[config.mk]
export PLATFORM = sky130hd
export DESIGN_NAME = expression_lexer_unit
export DESIGN_NICKNAME = d
export VERILOG_FILES = /design/src/sv/elx_pkg.sv /design/src/sv/elx_core.sv /design/src/sv/elx_outq.sv /design/src/sv/expression_lexer_unit.sv
export VERILOG_INCLUDE_DIRS = /design/src /design/src/sv
export SDC_FILE = /design/constraint.sdc
export NUM_CORES = 1
export LEC_CHECK = 0
export ABC_AREA = 0
export BUFFER_PORTS_ARGS = -buffer_cell sky130_fd_sc_hd__buf_2
export CORE_MARGIN = 2
export CORE_UTILIZATION = 56
export DETAILED_ROUTE_END_ITERATION = 16
export PLACE_DENSITY = 0.83
export REMOVE_ABC_BUFFERS = 1
export SYNTH_ARGS = -nofsm -noshare
export SYNTH_HDL_FRONTEND = slang
export SYNTH_SLANG_ARGS = --single-unit
[constraint.sdc]
create_clock -name clk -period 4.5 [get_ports clk]
set_input_delay 0.225 -clock clk [delete_from_list [all_inputs] [get_ports clk]]
set_output_delay 0.225 -clock clk [all_outputs]
set_load 0.02 [all_outputs]
[src/sv/expression_lexer_unit_macros.svh]
// Assertion macros used by the expression lexer result queue.
`ifndef EXPRESSION_LEXER_UNIT_MACROS_SVH
`define EXPRESSION_LEXER_UNIT_MACROS_SVH

`ifndef NO_ASSERTIONS
// checked outside reset
`define ELX_ASSERT(lbl, prop, msg) \
  lbl: assert property (@(posedge clk) disable iff (!rst_n) prop) else $error(msg);
// checked on every edge, reset included
`define ELX_ASSERT_ALWAYS(lbl, prop, msg) \
  lbl: assert property (@(posedge clk) prop) else $error(msg);
`else
`define ELX_ASSERT(lbl, prop, msg)
`define ELX_ASSERT_ALWAYS(lbl, prop, msg)
`endif

`endif

[src/sv/elx_pkg.sv]
// Types, constants and character classes of the expression lexer.
package elx_pkg;

  localparam int MAX_TEXT = 65536;
  localparam int Q_DEPTH  = 4;
  localparam int Q_PTR_W  = $clog2(Q_DEPTH);
  localparam int Q_CNT_W  = $clog2(Q_DEPTH + 1);

  localparam logic [30:0] VALUE_MAX = 31'h7FFF_FFFF;
  localparam logic [15:0] LEN_MAX   = 16'hFFFF;
  localparam logic [2:0]  KW_FULL   = 3'd6;
  localparam logic [2:0]  KW_DEAD   = 3'd7;

  typedef enum logic [2:0] {
    TK_NUMBER  = 3'd0,
    TK_NAME    = 3'd1,
    TK_KEYWORD = 3'd2,
    TK_PUNCT   = 3'd3,
    TK_END     = 3'd4,
    TK_ERROR   = 3'd5
  } kind_t;

  typedef struct packed {
    kind_t       kind;
    logic [7:0]  punct;
    logic [15:0] start;
    logic [15:0] len;
    logic [30:0] value;
    logic        last;
  } res_t;

  typedef struct packed {
    logic [1:0] cnt;
    res_t       first;
    res_t       second;
  } push_t;

  function automatic logic is_digit(input logic [7:0] b);
    return (b >= 8'h30) && (b <= 8'h39);
  endfunction

  function automatic logic is_lower(input logic [7:0] b);
    return (b >= 8'h61) && (b <= 8'h7A);
  endfunction

  function automatic logic is_word(input logic [7:0] b);
    return is_digit(b) || is_lower(b) || ((b >= 8'h41) && (b <= 8'h5A)) || (b == 8'h5F);
  endfunction

  function automatic logic is_space(input logic [7:0] b);
    return ((b >= 8'd9) && (b <= 8'd13)) || (b == 8'd32);
  endfunction

  function automatic logic is_punct(input logic [7:0] b);
    return (b == 8'h21) || (b == 8'h3E) || (b == 8'h3C) || (b == 8'h2B) ||
           (b == 8'h2D) || (b == 8'h2A) || (b == 8'h28) || (b == 8'h29) ||
           (b == 8'h2F) || (b == 8'h3D) || (b == 8'h3B);
  endfunction

  // characters of "return"
  function automatic logic [7:0] kw_char(input logic [2:0] idx);
    logic [7:0] c;
    case (idx)
      3'd0:    c = 8'h72;
      3'd1:    c = 8'h65;
      3'd2:    c = 8'h74;
      3'd3:    c = 8'h75;
      3'd4:    c = 8'h72;
      3'd5:    c = 8'h6E;
      default: c = 8'h00;
    endcase
    return c;
  endfunction

  function automatic logic [2:0] kw_track(input logic [2:0] prog, input logic [7:0] b);
    return ((prog < KW_FULL) && (b == kw_char(prog))) ? prog + 3'd1 : KW_DEAD;
  endfunction

endpackage

[src/sv/elx_core.sv]
// Scanner state and per-byte token decision.
module elx_core
  import elx_pkg::*;
(
  input  logic       clk,
  input  logic       rst_n,
  input  logic       fire,
  input  logic [7:0] text_byte,
  output push_t      push
);

  typedef enum logic [1:0] {
    M_IDLE  = 2'd0,
    M_NUM   = 2'd1,
    M_IDENT = 2'd2,
    M_ERR   = 2'd3
  } mode_t;

  localparam logic [16:0] WRAP = (MAX_TEXT >= 65536) ? 17'h10000 : 17'(MAX_TEXT);

  mode_t       mode_r, mode_nxt;
  logic [15:0] pos_r, pos_nxt;
  logic [15:0] start_r, start_nxt;
  logic [15:0] len_r, len_nxt;
  logic [30:0] acc_r, acc_nxt;
  logic [2:0]  kw_r, kw_nxt;

  logic [15:0] pos_adv;
  logic [15:0] len_inc;
  logic [3:0]  digit;
  logic [34:0] acc_mul;
  res_t        close_res, char_res;
  logic        close_v, char_v;

  always_comb begin
    pos_adv = (({1'b0, pos_r} + 17'd1) == WRAP) ? 16'd0 : pos_r + 16'd1;
    len_inc = (len_r < LEN_MAX) ? len_r + 16'd1 : len_r;
    digit   = 4'(text_byte - 8'h30);
    acc_mul = ({4'b0, acc_r} << 3) + ({4'b0, acc_r} << 1) + 35'(digit);
  end

  always_comb begin
    mode_nxt  = mode_r;
    pos_nxt   = pos_r;
    start_nxt = start_r;
    len_nxt   = len_r;
    acc_nxt   = acc_r;
    kw_nxt    = kw_r;
    close_v   = 1'b0;
    char_v    = 1'b0;
    close_res = '0;
    char_res  = '0;
    case (mode_r)
      M_ERR: begin
        if (text_byte == 8'h00) begin
          mode_nxt  = M_IDLE;
          pos_nxt   = '0;
          start_nxt = '0;
          len_nxt   = '0;
          acc_nxt   = '0;
          kw_nxt    = '0;
        end else begin
          pos_nxt = pos_adv;
        end
      end
      default: begin
        if ((mode_r == M_NUM) && is_digit(text_byte)) begin
          acc_nxt = (acc_mul > {4'b0, VALUE_MAX}) ? VALUE_MAX : acc_mul[30:0];
          len_nxt = len_inc;
          pos_nxt = pos_adv;
        end else if ((mode_r == M_IDENT) && is_lower(text_byte)) begin
          kw_nxt  = kw_track(kw_r, text_byte);
          len_nxt = len_inc;
          pos_nxt = pos_adv;
        end else begin
          if (mode_r == M_NUM) begin
            close_v         = 1'b1;
            close_res.kind  = TK_NUMBER;
            close_res.start = start_r;
            close_res.len   = len_r;
            close_res.value = acc_r;
          end else if (mode_r == M_IDENT) begin
            close_v         = 1'b1;
            close_res.kind  = ((kw_r == KW_FULL) && !is_word(text_byte)) ? TK_KEYWORD : TK_NAME;
            close_res.start = start_r;
            close_res.len   = len_r;
          end
          mode_nxt = M_IDLE;
          if (text_byte == 8'h00) begin
            char_v         = 1'b1;
            char_res.kind  = TK_END;
            char_res.start = pos_r;
            pos_nxt        = '0;
            start_nxt      = '0;
            len_nxt        = '0;
            acc_nxt        = '0;
            kw_nxt         = '0;
          end else begin
            if (is_space(text_byte)) begin
              char_v = 1'b0;
            end else if (is_punct(text_byte)) begin
              char_v         = 1'b1;
              char_res.kind  = TK_PUNCT;
              char_res.punct = text_byte;
              char_res.start = pos_r;
              char_res.len   = 16'd1;
            end else if (is_digit(text_byte)) begin
              mode_nxt  = M_NUM;
              start_nxt = pos_r;
              len_nxt   = 16'd1;
              acc_nxt   = 31'(digit);
            end else if (is_lower(text_byte)) begin
              mode_nxt  = M_IDENT;
              start_nxt = pos_r;
              len_nxt   = 16'd1;
              kw_nxt    = kw_track(3'd0, text_byte);
            end else begin
              char_v         = 1'b1;
              char_res.kind  = TK_ERROR;
              char_res.punct = text_byte;
              char_res.start = pos_r;
              char_res.len   = 16'd1;
              mode_nxt       = M_ERR;
            end
            pos_nxt = pos_adv;
          end
        end
      end
    endcase
    close_res.last = !char_v;
    char_res.last  = 1'b1;
  end

  always_comb begin
    push.cnt    = fire ? {close_v & char_v, close_v ^ char_v} : 2'd0;
    push.first  = close_v ? close_res : char_res;
    push.second = char_res;
  end

  always_ff @(posedge clk) begin
    if (!rst_n) begin
      mode_r  <= M_IDLE;
      pos_r   <= '0;
      start_r <= '0;
      len_r   <= '0;
      acc_r   <= '0;
      kw_r    <= '0;
    end else if (fire) begin
      mode_r  <= mode_nxt;
      pos_r   <= pos_nxt;
      start_r <= start_nxt;
      len_r   <= len_nxt;
      acc_r   <= acc_nxt;
      kw_r    <= kw_nxt;
    end
  end

endmodule

[src/sv/elx_outq.sv]
// Result queue: takes up to two tokens a cycle, hands out one.
`include "expression_lexer_unit_macros.svh"

module elx_outq
  import elx_pkg::*;
(
  input  logic  clk,
  input  logic  rst_n,
  input  push_t push,
  output logic  room,
  output logic  out_valid,
  input  logic  out_ready,
  output res_t  out_res
);

  res_t               mem_r [Q_DEPTH];
  logic [Q_PTR_W-1:0] wr_r, rd_r;
  logic [Q_CNT_W-1:0] cnt_r, cnt_nxt;
  logic               pop;

  always_comb begin
    out_valid = (cnt_r != '0);
    out_res   = mem_r[rd_r];
    pop       = out_valid && out_ready;
    room      = ((cnt_r - Q_CNT_W'(pop)) <= Q_CNT_W'(Q_DEPTH - 2));
    cnt_nxt   = cnt_r + Q_CNT_W'(push.cnt) - Q_CNT_W'(pop);
  end

  always_ff @(posedge clk) begin
    if (push.cnt != 2'd0) begin
      mem_r[wr_r] <= push.first;
    end
    if (push.cnt == 2'd2) begin
      mem_r[wr_r + Q_PTR_W'(1)] <= push.second;
    end
  end

  always_ff @(posedge clk) begin
    if (!rst_n) begin
      wr_r  <= '0;
      rd_r  <= '0;
      cnt_r <= '0;
    end else begin
      wr_r  <= wr_r + Q_PTR_W'(push.cnt);
      rd_r  <= rd_r + Q_PTR_W'(pop);
      cnt_r <= cnt_nxt;
    end
  end

  `ELX_ASSERT(a_no_overflow, (int'(cnt_r) + int'(push.cnt) - int'(pop)) <= Q_DEPTH, "queue overflow")
  `ELX_ASSERT(a_pair_last, (push.cnt == 2'd2) |-> (!push.first.last && push.second.last), "bad last flags on token pair")
  `ELX_ASSERT_ALWAYS(a_reset_empty, !rst_n |=> (cnt_r == '0), "queue not empty after reset")

endmodule

[src/sv/expression_lexer_unit.sv]
// Expression lexer top level: input register, scanner, result queue.
// An accepted byte waits in the input register until the result queue has room; its tokens are then queued.
// Throughput: one byte per cycle while the result queue has room; a byte that closes a run and emits a
// second token puts two tokens onto the single output port, absorbed by a four-entry result queue.
// Reset: synchronous active-low rst_n clears scanner state, offsets and the queue.
module expression_lexer_unit
  import elx_pkg::*;
(
  input  logic        clk,
  input  logic        rst_n,
  input  logic        in_tvalid,
  output logic        in_tready,
  input  logic [7:0]  in_tdata,   // [7:0] text_byte
  output logic        out_tvalid,
  input  logic        out_tready,
  output logic [71:0] out_tdata,  // [7:0] punct_char, [23:8] start_pos, [39:24] token_length,
                                  // [70:40] number_value, [71] zero
  output logic [2:0]  out_tuser,  // [2:0] token_kind
  output logic        out_tlast   // last_of_run
);

  logic [7:0] byte_r;
  logic       valid_r;
  logic       room;
  logic       fire;
  push_t      push;
  res_t       res;

  assign fire      = valid_r && room;
  assign in_tready = !valid_r || fire;

  always_ff @(posedge clk) begin
    if (!rst_n) begin
      valid_r <= 1'b0;
    end else if (in_tready) begin
      valid_r <= in_tvalid;
    end
  end

  always_ff @(posedge clk) begin
    if (in_tvalid && in_tready) begin
      byte_r <= in_tdata;
    end
  end

  elx_core u_core (
    .clk       (clk),
    .rst_n     (rst_n),
    .fire      (fire),
    .text_byte (byte_r),
    .push      (push)
  );

  elx_outq u_outq (
    .clk       (clk),
    .rst_n     (rst_n),
    .push      (push),
    .room      (room),
    .out_valid (out_tvalid),
    .out_ready (out_tready),
    .out_res   (res)
  );

  assign out_tdata = {1'b0, res.value, res.len, res.start, res.punct};
  assign out_tuser = res.kind;
  assign out_tlast = res.last;

endmodule

==> results of run 1 <==
[synth_stat cells (5+ instances only)]
master / n / area share [%]
or3_1: 5 / 0.16
xor2_1: 17 / 0.78
mux4_2: 75 / 8.8
nand3_1: 206 / 5.4
nand2_1: 136 / 2.7
buf_1: 16 / 0.31
a21oi_1: 78 / 2.0
a22o_1: 80 / 3.6
o31ai_1: 18 / 0.70
buf_2: 10 / 0.26
nor2_1: 118 / 2.3
o21ai_0: 230 / 6.0
nand4_1: 14 / 0.46
a221o_1: 11 / 0.57
and3_1: 14 / 0.46
a21o_1: 18 / 0.70
nor4_1: 8 / 0.26
and4_1: 5 / 0.23
clkbuf_1: 125 / 2.4
nor2b_1: 7 / 0.23
a211oi_1: 8 / 0.31
inv_1: 27 / 0.53
a31oi_1: 14 / 0.46
o22ai_1: 11 / 0.36
dfxtp_1: 280 / 29
o21a_1: 7 / 0.27
xnor2_1: 25 / 1.1
nand2b_1: 6 / 0.20
o211a_1: 9 / 0.47
mux2i_1: 8 / 0.42
ha_1: 76 / 5.0
nor3_1: 24 / 0.63
o211ai_1: 7 / 0.27
edfxtp_1: 120 / 19
and2_1: 14 / 0.46
[area by class of cell]
cell class	count	area share, %
inverters	28	0.4910
repair buffers	143	4.209
clock buffers	64	5.687
flip-flops and latches	400	43.06
well taps	448	2.619
clock inverters	8	0.3507
multi-input cells	1313	43.59
[critical path: cells and delay by family, from the launching register on]
family / cells / cell delay (ns)
compound gates: 6 / 1.75
fa+ha+maj: 3 / 0.84
simple gates: 2 / 0.72
flops: 1 / 0.63
xor+xnor: 1 / 0.14
buf+inv: 1 / 0.06
[flip-flops by register name, summed over array words and instances (netlist names)]
name and cells:
u_outq.rd_r 2, u_core.len_r 16, u_core.start_r 16, u_outq.cnt_r 3
u_core.acc_r 31, u_core.mode_r 2, u_outq.mem_r 300, byte_r 8
valid_r 1, u_outq.wr_r 2, u_core.pos_r 16, u_core.kw_r 3
[kinds of logic (layout without fill, tap and decap cells)]
group	after synthesis	in the layout	share of synthesized area, %
AO/OA/AOI/OAI	533	533	17.83
XOR/XNOR	42	42	1.915
adder cells (fa/ha/maj)	79	79	5.264
buffers and inverters	182	243	3.687
flip-flops	400	400	47.94
multiplexers	84	84	9.270
other	1	1	0.01952
AND/OR/NAND/NOR	574	574	14.07
[placed cells by master, fill, tap and decap left out, drive strengths merged, types with 6 or more instances in the layout]
cell type      n
ha            76
edfxtp       120
mux2i          8
o21a           7
buf          134
dlygate4sd3    9
nor2         118
and2          15
clkbuf        64
o211ai         7
nand2        136
xor2          17
o211a         10
nor4           8
a221o         11
inv           32
dfxtp        280
a21o          18
xnor2         25
nor3          24
a31oi         15
nand4         14
nand2b         6
mux4          75
a211oi         8
a22o          80
and3          14
o21ai        232
o22ai         11
a21oi         79
nor2b          7
o31ai         18
nand3        206
[timing repair]
item	in CTS	in global routing
endpoints found under the hold margin	9	0
gates resized for setup	0	0
endpoints found under the setup margin	0	0
setup buffers	0	0
hold buffers	9	0
[report_power, final]
part	switching, mW	total [mW]	internal (mW)
clock network	1.36	3.28	1.92
logic	1.10	1.73	0.632
registers	0.248	4.13	3.89
total	2.71	9.14	6.44
[through the flow]
stage	cell area (um2)	cells
after floorplan	18600	1741
after global routing	21410	2404
final	21410	2404
after detailed placement	20020	2323
after CTS	21410	2404
after global placement	20020	2323
[per-layer routing]
metal / vias up / routed length, um / track usage, %
met5: - / 0 / 0
met4: 0 / 1460 / 9.976
met3: 123 / 4197 / 4.059
met2: 776 / 23970 / 45.65
met1: 7558 / 20580 / 37.37
li1: 7167 / - / -
[worst max-delay path by stage]
stage	startpoint	depth (start not counted)	slack [ns]	endpoint
3_5_place_dp	byte_r[1]$_DFFE_PP_	13	0.34	u_core.acc_r[23]$_SDFFE_PN0P_
5_1_grt	byte_r[1]$_DFFE_PP_	14	0.03	u_outq.mem_r[3][15]$_SDFFE_PP0N_
6_report	byte_r[1]$_DFFE_PP_	13	0.25	u_core.acc_r[23]$_SDFFE_PN0P_
2_1_floorplan	byte_r[2]$_DFFE_PP_	11	-1.86	u_outq.mem_r[3][32]$_DFFE_PP_
3_3_place_gp	u_core.acc_r[0]$_SDFFE_PN0P_	14	0.40	u_core.acc_r[22]$_SDFFE_PN0P_
4_1_cts	byte_r[1]$_DFFE_PP_	13	0.31	u_core.acc_r[23]$_SDFFE_PN0P_
==> impl_metrics.csv, run 1 <==
group,metric,value,unit
route,drtIter0Drc,1783,
die,io-pin-count,90,
die,dieArea,0.03580,mm2
critical_path,cp-start-kind,"register",
global_routing,grt_use_total,27.69,%
route,wl_per_cell,20.88,um
route,route.detailed.drc,0,
final_layout,seqCellArea,0.009216,mm2
route,antenna_left,0,
global_routing,grt_max_degree,97,
die,core,0.03362,mm2
clock_tree,clk_pin_slew,0.06,ns
placed_design,hpwlAfterDp,31.79,mm
clock_tree,cts_buffer_depth,3,
yosys,ys_types,76,
clock_tree,clk_latency,0.53,ns
final_layout,area_growth,11.45,%
critical_path,r2r_cells,13,
route,routed_via_density,6.499,
critical_path,r2r_slack,0.25,ns
route,dr.pass1.iters,6,
clock_tree,htree_levels,2,
critical_path,end_kind,"register",
final_layout,nFillCells,2525,
critical_path,required,4.90,ns
sta,tightest_slew,1.020,ns
power,vdd_drop_max,0.2660,mV
sta,slew_headroom,31.90,%
sta,finalHoldViolations,0,
worst_hold_path,hold_depth,2,
power,p_leak,8.390,nW
worst_hold_path,hold_class,"primary input to register",
critical_path,worstPathArrival,4.65,ns
die,rows,67,
global_routing,overflow,0,
final_layout,drive_above_1_share,15.08,%
sta,fin_hold_ws,0.1539,ns
status,status,"finished, final reports clean",
placed_design,place_ws,0.3363,ns
final_layout,insertedDiodeCount,0,
sta,fin_crit,4.245,ns
sta,slew_viol_final,0,
placed_design,place.gp.congestion,0.9233,
critical_path,crit_type,"register to register",
yosys,synth_cells,1895,
final_layout,final_util,63.68,%
die,die_width,189.2,um
critical_path,cp_max_fo,14,
yosys,syn-cell-area,0.01921,mm2
flow_run,maxCapViolCount,0,
global_routing,grt_pass1_wl,80.23,mm
sta,setup_violations,0,
placed_design,io_buffers,88,
worst_hold_path,min_delay_worst_endpoint,"u_core.mode_r[1]$_SDFFE_PN0P_",
route,drt_wl_total,50.20,mm
clock_tree,cts_made_buffers,40,
sta,finClkSkew,0.01278,ns
yosys,postSynth.asyncResetShare,0,%
die,die_height,189.2,um
sta,tns,0,ns
sta,rsz0062_at_grt,"no",
die,start_util,57.14,%
clock_tree,cts_root_buf,"clkbuf_16",
yosys,synth_area_per_cell,10.14,um2
global_routing,antenna_found_initial,0,
yosys,ys_warn_count,0,
critical_path,worst_path_most_repeated_cell,"ha_1",
clock_tree,cts_tree,"done",
sta,max_freq,0.2356,GHz
global_routing,grt_pass1_vias,15283,
clock_tree,cts.sinks,400,
yosys,synth_edf_count,120,
power,powerDensity,427.1,mW/mm2
sta,period_share,94.34,%
critical_path,slowest_stage,"edfxtp_1",
final_layout,final_nets,2017,
yosys,yosysSeqAreaShare,47.94,%
worst_hold_path,hold_start,"rst_n",
final_layout,multi_input_area,0.009330,mm2
yosys,synth_seq_cells,400,
critical_path,crit_chain,"ha_1, ha_1, inv_1, fa_1, nor2b_1, o211ai_1, a31oi_1, a31oi_4, o311ai_1, xor2_1, or3_1, o21a_1, a221o_1",
critical_path,critPathMaxStageDelay,0.63,ns
sta,setup_slack,0.2547,ns
yosys,yosys_most_used_dff,"dfxtp_1",
critical_path,regToRegEndpoint,"u_core.acc_r[23]$_SDFFE_PN0P_",
power,p_total,9.142,mW
route,via_count,15624,
critical_path,r2r_start,"byte_r[1]$_DFFE_PP_",
Note: power is estimated with default switching activity, not from simulation.
==> inputs of run 2 (changes only) <==
MAX_ROUTING_LAYER = met4   (was not set)
==> impl_metrics.csv, run 2 (synthesis gave the netlist of run 1 again) <==
group,metric,value,unit
status,status,"finished, final reports clean",
route,antenna_left,0,
sta,finClkSkew,0.01582,ns
placed_design,io_buffers,88,
global_routing,met2_usage,45.44,%
critical_path,r2r_cells,14,
die,dieArea,0.03580,mm2
clock_tree,clk_pin_slew,0.06,ns
critical_path,worstPathArrival,4.58,ns
final_layout,layout.cells.most_common,"dfxtp_1",
clock_tree,clk_latency,0.54,ns
clock_tree,cts_root_buf,"clkbuf_16",
final_layout,area_growth,11.67,%
final_layout,largest_register_ffs,300,
route,route.detailed.drc,0,
power,vdd_drop_max,0.4143,mV
die,start_util,57.14,%
critical_path,cp_max_fo,10,
route,routed_via_density,6.618,
final_layout,reg_top3,"u_outq.mem_r (300), u_core.acc_r (31)",
route,via_count,15937,
route,drtIter0Drc,1679,
die,die_width,189.2,um
placed_design,place.gp.congestion,0.9357,
final_layout,final_cell_mix,"dfxtp_1, o21ai_0, nand3_1",
die,core,0.03362,mm2
final_layout,nFillCells,2457,
sta,finalHoldViolations,0,
global_routing,grt_pass1_vias,15410,
clock_tree,cts.sinks,400,
route,drt_wl_total,51.03,mm
sta,tightest_slew,0.9364,ns
global_routing,overflow,0,
final_layout,insertedDiodeCount,0,
sta,slew_viol_final,0,
global_routing,grt_pass1_wl,81.53,mm
critical_path,end_kind,"register",
die,rows,67,
route,wl_per_cell,21.19,um
final_layout,top_register,"u_outq.mem_r",
final_layout,final_util,63.81,%
placed_design,place_ws,0.3660,ns
critical_path,crit_type,"register to register",
sta,fin_crit,4.201,ns
power,p_total,9.230,mW
flow_run,maxCapViolCount,0,
power,powerDensity,430.3,mW/mm2
critical_path,cp-start-kind,"register",
sta,max_freq,0.2381,GHz
route,dr.pass1.iters,5,
placed_design,hpwlAfterDp,32.01,mm
global_routing,antenna_found_initial,0,
critical_path,required,4.88,ns
worst_hold_path,hold_depth,2,
sta,rsz0062_at_grt,"no",
final_layout,drive_above_1_share,15.26,%
clock_tree,cts_made_buffers,41,
die,die_height,189.2,um
final_layout,fin_area,0.02145,mm2
global_routing,grt_use_met3,4.671,%
sta,setup_violations,0,
power,p_leak,8.410,nW
final_layout,final_nets,2018,
global_routing,grt_use_total,29.12,%
sta,period_share,93.35,%
global_routing,use_met1,38.42,%
sta,fin_hold_ws,0.1523,ns
global_routing,grt_max_degree,97,
placed_design,dpl-instance-area,0.02002,mm2
die,io-pin-count,90,
sta,slew_headroom,37.57,%
clock_tree,cts_buffer_depth,3,
global_routing,busiest_layer,"met2",
clock_tree,htree_levels,2,
worst_hold_path,hold_class,"primary input to register",
clock_tree,cts_tree,"done",
sta,setup_slack,0.2995,ns
## run 2: repair_timing
action | in CTS | in global routing
hold endpoints to repair | 9 | 0
hold buffers | 9 | 0
endpoints found under the setup margin | 0 | 0
buffers inserted | 0 | 0
resized for setup | 0 | 0
## run 2: through the flow
| stage | TNS (ns) | cells |
|---|---|---|
| 2_1_floorplan | -361.25 | 1741 |
| 3_3_place_gp | 0 | 2323 |
| 3_5_place_dp | 0 | 2323 |
| 4_1_cts | 0 | 2408 |
| 5_1_grt | 0 | 2408 |
| 6_report | 0 | 2408 |
## run 2: power by group
group / internal (mW) / leakage (nW) / switching (mW)
logic: 0.636 / 4.24 / 1.13
clock network: 1.94 / 0.664 / 1.41
registers: 3.89 / 3.51 / 0.223
total: 6.47 / 8.41 / 2.76
## run 2: cell type report
type	count	area [um2]	area share, %
Clock buffer	59	1216	5.670
Clock inverter	17	120.1	0.5600
Inverter	28	105.1	0.4900
Multi-Input combinational cell	1313	9330	43.50
Sequential cell	400	9216	42.97
Tap cell	448	560.5	2.613
Timing Repair Buffer	143	900.9	4.200
## run 2: worst max-delay path, cell delays in order, from the launching register on
cell and delay, ns:
dfxtp_1 0.41, inv_1 0.08, fa_1 0.56, inv_1 0.06, ha_1 0.31, a211oi_1 0.30, o21ai_2 0.11, o31ai_1 0.22
buf_4 0.17, o41ai_4 0.08, a41oi_1 0.25, mux2_2 0.36, or3_1 0.51, nor2_1 0.45, a311oi_1 0.17
## run 2: worst paths after layout
| kind | slack [ns] | start | to |
|---|---|---|---|
| hold / removal | 0.15 | rst_n | u_core.mode_r[1]$_SDFFE_PN0P_ |
| hold reg to reg | 0.47 | u_outq.mem_r[3][19]$_SDFFE_PP0N_ | u_outq.mem_r[3][19]$_SDFFE_PP0N_ |
| setup / recovery | 0.30 | u_core.acc_r[2]$_SDFFE_PN0P_ | u_core.acc_r[10]$_SDFFE_PN0P_ |
| setup reg to reg | 0.30 | u_core.acc_r[2]$_SDFFE_PN0P_ | u_core.acc_r[10]$_SDFFE_PN0P_ |
## run 2: layer usage
metal | vias up | part of all wire [%] | routed length [um]
li1 | 7183 | - | -
met1 | 7820 | 41 | 20810
met2 | 818 | 47 | 24030
met3 | 116 | 8.9 | 4533
met4 | 0 | 3.3 | 1663
met5 | - | 0 | 0
